**src/rtl/oaht_pkg.sv**
```systemverilog
// Shared types, codes and constants of the open-address hash table.
package oaht_pkg;

  // Default geometry of the table and of the double-hash step.
  localparam int unsigned TableSizeDef = 1021;
  localparam int unsigned StepPrimeDef = 17;

  // Fixed field widths of the transfer payloads.
  localparam int unsigned CmdW = 2;
  localparam int unsigned KeyW = 31;
  localparam int unsigned ValW = 32;
  localparam int unsigned StW  = 3;
  localparam int unsigned OccW = 10;

  typedef enum logic [CmdW-1:0] {
    CMD_INSERT = 2'd0,
    CMD_LOOKUP = 2'd1,
    CMD_DELETE = 2'd2
  } cmd_e;

  typedef enum logic [StW-1:0] {
    ST_INSERTED = 3'd0,
    ST_REPLACED = 3'd1,
    ST_FULL     = 3'd2,
    ST_HIT      = 3'd3,
    ST_MISS     = 3'd4,
    ST_REMOVED  = 3'd5
  } status_e;

  typedef enum logic [1:0] {
    TAG_EMPTY = 2'd0,
    TAG_USED  = 2'd1,
    TAG_TOMB  = 2'd2
  } tag_e;

  // Commands from the controller to the datapath.
  typedef struct packed {
    logic load;
    logic clr_step;
    logic probe_start;
    logic eval;
    logic commit;
  } oaht_cmd_t;

  // Status from the datapath to the controller.
  typedef struct packed {
    logic clr_last;
    logic hash_done;
    logic probe_stop;
    logic out_free;
  } oaht_stat_t;

endpackage

```
**src/rtl/oaht_ctrl.sv**
```systemverilog
// Controller state machine that sequences clear, hash, probe and commit.
module oaht_ctrl
  import oaht_pkg::*;
(
  input  logic       clk_i,
  input  logic       rst_ni,
  input  logic       in_valid_i,
  output logic       in_stall_o,
  input  oaht_stat_t stat_i,
  output oaht_cmd_t  cmd_o
);

  localparam logic [2:0] S_CLEAR  = 3'd0;
  localparam logic [2:0] S_IDLE   = 3'd1;
  localparam logic [2:0] S_HASH   = 3'd2;
  localparam logic [2:0] S_READ   = 3'd3;
  localparam logic [2:0] S_EVAL   = 3'd4;
  localparam logic [2:0] S_COMMIT = 3'd5;

  logic [2:0] state_q, state_d;

  // Next state and commands.
  always_comb begin
    state_d = state_q;
    cmd_o   = '0;
    unique case (state_q)
      S_CLEAR: begin
        cmd_o.clr_step = 1'b1;
        if (stat_i.clr_last) begin
          state_d = S_IDLE;
        end
      end
      S_IDLE: begin
        if (in_valid_i) begin
          cmd_o.load = 1'b1;
          state_d    = S_HASH;
        end
      end
      S_HASH: begin
        if (stat_i.hash_done) begin
          cmd_o.probe_start = 1'b1;
          state_d           = S_READ;
        end
      end
      S_READ: begin
        state_d = S_EVAL;
      end
      S_EVAL: begin
        cmd_o.eval = 1'b1;
        state_d    = stat_i.probe_stop ? S_COMMIT : S_READ;
      end
      S_COMMIT: begin
        if (stat_i.out_free) begin
          cmd_o.commit = 1'b1;
          state_d      = S_IDLE;
        end
      end
      default: begin
        state_d = S_IDLE;
      end
    endcase
  end

  always_ff @(posedge clk_i or negedge rst_ni) begin
    if (!rst_ni) begin
      state_q <= S_CLEAR;
    end else begin
      state_q <= state_d;
    end
  end

  assign in_stall_o = (state_q != S_IDLE);

endmodule

```
**config.mk**
```make
export PLATFORM = sky130hd
export DESIGN_NAME = oaht_ctrl
export DESIGN_NICKNAME = d
export VERILOG_FILES = /design/src/rtl/oaht_pkg.sv /design/src/rtl/oaht_ctrl.sv
export SDC_FILE = /design/constraint.sdc
export NUM_CORES = 1
export LEC_CHECK = 0
export BUFFER_PORTS_ARGS = -buffer_cell sky130_fd_sc_hd__buf_2
export CELL_PAD_IN_SITES_DETAIL_PLACEMENT = 1
export CELL_PAD_IN_SITES_GLOBAL_PLACEMENT = 1
export CORE_AREA = 3 3 40 42
export CTS_BUF_LIST = sky130_fd_sc_hd__clkbuf_16
export DETAILED_ROUTE_END_ITERATION = 16
export DIE_AREA = 0 0 43 45
export GPL_TIMING_DRIVEN = 0
export PLACE_DENSITY = 0.49
export RECOVER_POWER = 100
export SYNTH_ARGS = -nofsm -noshare
export SYNTH_HDL_FRONTEND = slang
export SYNTH_SLANG_ARGS = --single-unit
```
**constraint.sdc**
```tcl
create_clock -name clk_i -period 1.5 [get_ports clk_i]
set_input_delay 0.15 -clock clk_i [delete_from_list [all_inputs] [get_ports clk_i]]
set_output_delay 0.15 -clock clk_i [all_outputs]
set_load 0.1 [all_outputs]
```
==> metrics.md, run 1 <==
| Metric | Value |
|---|---|
| FP Rows | `13` |
| Total GRT Usage | `0.0858` |
| DR iter-0 viols | `0` |
| Via density | `between 4 and 5` |
| Avg Cell Area, Syn | `approximately 11 sq um` |
| Final Util | `0.404` |
| Wirelength per Cell | `between 10 and 15 microns` |
| IO buf count | `12` |
| Routability cong. | `between 0.6 and 0.7` |
| Overflow after GRT | `0` |
| Post-route ant nets | `0` |
| Drt pass-1 iters | `1` |
| Mapped Area | `~240 sq um` |
| # diodes | `0` |
| Final hold vios | `0` |
| WS Path Type | `reg2out` |
| Final Skew | `approximately 0.7 ps` |
| HPWL after DPL | `roughly 480 microns` |
| Initial Util | `0.190` |
| Max Root-Sink Buffers | `2` |
| Synth unique cells | `19` |
| Tmin final | `1440 ps` |
| Net Count, Synth | `30` |
| Number of global-route vias before repair | `roughly 260` |
| CP max FO | `6` |
| Sequential-to-total area share from yosys stat | `0.308` |
| Top reg by flops | `state_q` |
| Largest net degree at the start of global routing | `11` |
| Synth Warn # | `0` |
| Die width | `~43 microns` |
| First-pass GRT wire length | `around 1200 microns` |
| Final period util | `0.961` |
| Worst-margin pin slew | `around 280 ps` |
| Io pins | `13` |
| Die Ht | `45 microns` |
| Worst Hold Class | `in2reg` |
| CP required | `around 1400 ps` |
| Register bit total from synthesis | `3` |
| CTS tree | `done` |
| Final setup viols | `0` |
| RSZ-0062 raised after global routing | `true` |
| Gate Count Post-Synth | `23` |
| Startpoint Class | `register` |
| Die area | `1940 sq um` |
| Min Hold Slack | `between 150 and 200 ps` |
| Inst Count DP | `50` |
| Core area | `1280 sq um` |
| Max reg flops | `3` |
| F_max | `roughly 690 MHz` |
| Layout cell share with drive strength beyond 1 | `0.619` |
| Max-Slew Margin vs Limit | `0.815` |
| Setup tns final | `0 ps` |
| Arr. time, crit path | `1290 ps` |
| Routed vias | `approximately 250` |
| Antenna violations before repair | `0` |
| Layout filler cell count | `between 100 and 150` |
| CTS Sinks | `3` |
| # DRC | `0` |
| Max Cap Violations | `0` |
| Status | `complete, no violations` |
| Regs by FF count | `state_q (3)` |
| CTS clock-pin slew for the worst setup and hold paths | `30 ps` |
| Worst skew pair latency | `about 220 ps` |
| Area grow syn2layout | `113%` |
| Max Slew Vio Count | `0` |
| Crit end category | `output port` |
| Final WL | `between 700 and 800 microns` |
| Root buffer cell | `clkbuf_16` |
| Non-Filler Instances | `57` |
| Htree depth | `1` |
| NumNets Final | `50` |
| Cts bufs inserted | `3` |
## per-stage QoR
step / setup WS (ps) / area [sq um]
2_1_floorplan: -402 / 290
4_1_cts: 13.0 / 484
6_report: 59.1 / 519
5_1_grt: -30.1 / 519
3_5_place_dp: 89.1 / 369
3_3_place_gp: 103 / 369
## cells in the mapped netlist, drive strengths merged
library cell,number,area share
inv,1,0.015
dfrtp,3,0.31
nor4b,1,0.036
a211o,1,0.036
nor3b,2,0.082
o221ai,1,0.036
buf,3,0.097
nor2,1,0.015
nand2,1,0.015
nand2b,2,0.051
nor3,1,0.020
and3b,1,0.036
or3,1,0.026
nor4bb,3,0.18
mux2i,1,0.041
## placed cells by master (no fill, tap or decap)
master         n
buf_6          7
buf_2          5
clkbuf_16      3
dfrtp_1        3
inv_1          2
nor4bb_4       2
buf_4          2
nand2b_2       1
nand2b_4       1
nor3b_4        1
nand2_1        1
nor2_4         1
nor3_2         1
nor4b_1        1
nor3b_1        1
or3_1          1
nor4bb_1       1
and3b_1        1
a211o_1        1
mux2i_1        1
o221ai_1       1
dlygate4sd3_1  1
clkbuf_1       1
buf_12         1
clkbuf_2       1
## area by class of cell
class	instances	area, sq um	share of cell area
plain buffers	3	33.8	0.0651
clock buffers	3	75.1	0.145
clock inverters	1	3.75	0.00723
inverters	1	3.75	0.00723
multi-input cells	16	185	0.357
flip-flops and latches	3	75.1	0.145
well taps	15	18.8	0.0361
repair buffers	15	124	0.239
## cells by family (layout without fill, tap and decap cells)
group	count (synthesis)	after routing	share of synthesized area
and+or+nand+nor	13	13	0.467
buffers and inverters	4	23	0.113
DFF	3	3	0.308
AOI/OAI and AO/OA	2	2	0.0718
muxes	1	1	0.0410
## critical path: stages (launching register included)
cell	delay, ps
dfrtp_1	360
buf_6	140
nor4bb_4	310
buf_6	270
## metal layers
metal / share of wire / up-vias / global-route usage
met5: 0 / - / 0
met4: 0 / 0 / 0.0723
met3: 0.061 / 0 / 0.0199
met2: 0.51 / 8 / 0.132
met1: 0.43 / 119 / 0.101
li1: - / 121 / -
## final timing paths
check | start | to | slack [ps] | cells after the start
max | state_q[1] | cmd_o[4] | 60 | 3
min | stat_i[1] | state_q[2] | 170 | 2
max reg2reg | state_q[1] | state_q[1] | 250 | 4
min reg2reg | state_q[0] | state_q[0] | 680 | 2
max in group asynchronous | rst_ni | state_q[0] | 1070 | 2
min in group asynchronous | rst_ni | state_q[1] | 270 | 2
## what timing repair did
item,CTS,global route
gates cloned,0,0
resized for setup,9,6
setup buffers,0,2
hold endpoints to repair,3,0
pin swaps,0,2
setup endpoints to repair,6,4
hold buffers,1,0
Power of run 1 is not shown: default switching activity piles up to over one toggle a cycle in this logic, so the estimate is an artifact.
==> run 2: changes to the inputs <==
- RECOVER_POWER: 100 -> not set
==> run 2 against run 1 <==
  * Wire length increased by 0.28%
  * Register-to-register slack hardly changed
  * Cell count is the same
  * Via count is the same
  * Utilization up 0.097 points
  * Sequential cell count is the same
  * Die area unchanged
  * Largest cell class unchanged
==> metrics.md, run 2 (same netlist as run 1, synthesis figures left out) <==
| Metric | Value |
|---|---|
| Worst-margin pin slew | `279 ps (unchanged)` |
| Dpl ws | `89.1 ps (unchanged)` |
| Core area | `1280 sq um (unchanged)` |
| CTS clock-pin slew for the worst setup and hold paths | `30 ps (about the same)` |
| Max Root-Sink Buffers | `2 (unchanged)` |
| CTS Sinks | `3 (unchanged)` |
| Inst Count DP | `50 (unchanged)` |
| CP max FO | `6 (unchanged)` |
| Status | `complete, no violations` |
| # DRC | `0 (unchanged)` |
| Final Util | `0.405 (+0.000973)` |
| Max reg flops | `3 (unchanged)` |
| DR WL met2 | `363 microns (unchanged)` |
| Die area | `1940 sq um (unchanged)` |
| Area grow syn2layout | `113%` |
| Overflow after GRT | `0 (unchanged)` |
| Htree depth | `1 (unchanged)` |
| Startpoint Class | `register` |
| CP required | `1350 ps (about the same)` |
| WS Path Type | `reg2out` |
| Largest net degree at the start of global routing | `11 (unchanged)` |
| Final hold vios | `0 (unchanged)` |
| Max-Slew Margin vs Limit | `0.815 (unchanged)` |
| NumNets Final | `50 (unchanged)` |
| WP buf/inv | `2 (unchanged)` |
| Most frequent CP cell | `buf_6` |
| Final period util | `0.961 (unchanged)` |
| Design area | `520 sq um (+0.24%)` |
| Worst Hold Class | `in2reg` |
| Worst path slowest cell | `dfrtp_1` |
| Final WL | `718 microns (+0.28%)` |
| Arr. time, crit path | `1290 ps (about the same)` |
| DR iter-0 viols | `0 (unchanged)` |
| WL met3 | `44 microns (unchanged)` |
| Tmin final | `1440 ps (unchanged)` |
| Regs by FF count | `state_q (3)` |
| Cts bufs inserted | `3 (unchanged)` |
| # diodes | `0 (unchanged)` |
| Final setup viols | `0 (unchanged)` |
| Drt pass-1 iters | `1 (unchanged)` |
| Post-DP Area | `369 sq um (unchanged)` |
| Number of global-route vias before repair | `261 (unchanged)` |
| Total GRT Usage | `0.0858 (unchanged)` |
| Most common cell after layout, fill and taps aside | `buf_6` |
| Worst path max stage delay | `360 ps (about the same)` |
| CTS tree | `done` |
| Routability cong. | `0.648 (unchanged)` |
| Final setup margin | `59.1 ps (unchanged)` |
| Cell family with most CP delay | `buffers and inverters` |
| Final Skew | `0.688 ps (unchanged)` |
| Max Slew Vio Count | `0 (unchanged)` |
| Die Ht | `45 microns (unchanged)` |
| Top Layer Used | `met3` |
| F_max | `694 MHz (unchanged)` |
| Die width | `43 microns (unchanged)` |
| Wirelength per Cell | `12.6 microns (+0.28%)` |
| Root buffer cell | `clkbuf_16` |
| Most frequent cells in the layout | `7 x buf_6, 6 x buf_2, 3 x clkbuf_16, 3 x dfrtp_1` |
| Layout cell share with drive strength beyond 1 | `0.643 (+0.0238)` |
| Antenna violations before repair | `0 (unchanged)` |
| Initial Util | `0.190 (unchanged)` |
| IO buf count | `12 (unchanged)` |
| HPWL after DPL | `484 microns (unchanged)` |
| Via density | `4.35 (unchanged)` |
| Non-Filler Instances | `57 (unchanged)` |
| FP Rows | `13 (unchanged)` |
| Routed vias | `248 (unchanged)` |
| Worst skew pair latency | `220 ps (about the same)` |
| Top reg by flops | `state_q` |
| First-pass GRT wire length | `1200 microns (unchanged)` |
| Max Cap Violations | `0 (unchanged)` |
| Met1 wire length | `310 microns (+0.65%)` |
| CP Cell Sequence | `buf_6, nor4bb_4, buf_6` |
| Post-route ant nets | `0 (unchanged)` |
| Io pins | `13 (unchanged)` |
| RSZ-0062 raised after global routing | `true` |
| Crit end category | `output port` |
run 2: metal layers:
layer,up-vias,global-route usage
li1,121,-
met1,119,0.101
met2,8,0.132
met3,0,0.0199
met4,0,0.0723
met5,-,0
run 2: path summary, 6_finish.rpt:
| check | slack (ps) | cells past startpoint | from | to |
|---|---|---|---|---|
| max | 60 | 3 | state_q[1] | cmd_o[4] |
| min | 170 | 2 | stat_i[1] | state_q[2] |
| max reg2reg | 250 | 4 | state_q[1] | state_q[1] |
| min reg2reg | 680 | 2 | state_q[0] | state_q[0] |
| max in group asynchronous | 1130 | 2 | rst_ni | state_q[0] |
| min in group asynchronous | 260 | 2 | rst_ni | state_q[1] |
run 2: stage by stage:
stage	setup TNS (ps)	hold WS, ps
after floorplan	-1460	-146
after detailed placement	0	-50.2
final	0	175
after CTS	0	176
after global routing	-30.1	187
after global placement	0	-54.7
run 2: final cells by class:
class | instances | area (sq um)
buffer | 3 | 33.8
clock inverter | 1 | 3.75
timing repair buffer | 15 | 125
fill | 141 | 764
inverter | 1 | 3.75
sequential | 3 | 75.1
clock buffer | 3 | 75.1
multi-input combinational | 16 | 185
tap | 15 | 18.8
run 2: timing repair:
item / CTS / global route
hold buffers: 1 / 0
pin swaps: 0 / 2
setup endpoints to repair: 6 / 4
endpoints found under the hold margin: 3 / 0
setup buffers: 0 / 2
resized for setup: 9 / 6
Power of run 2 is left out for the same reason.
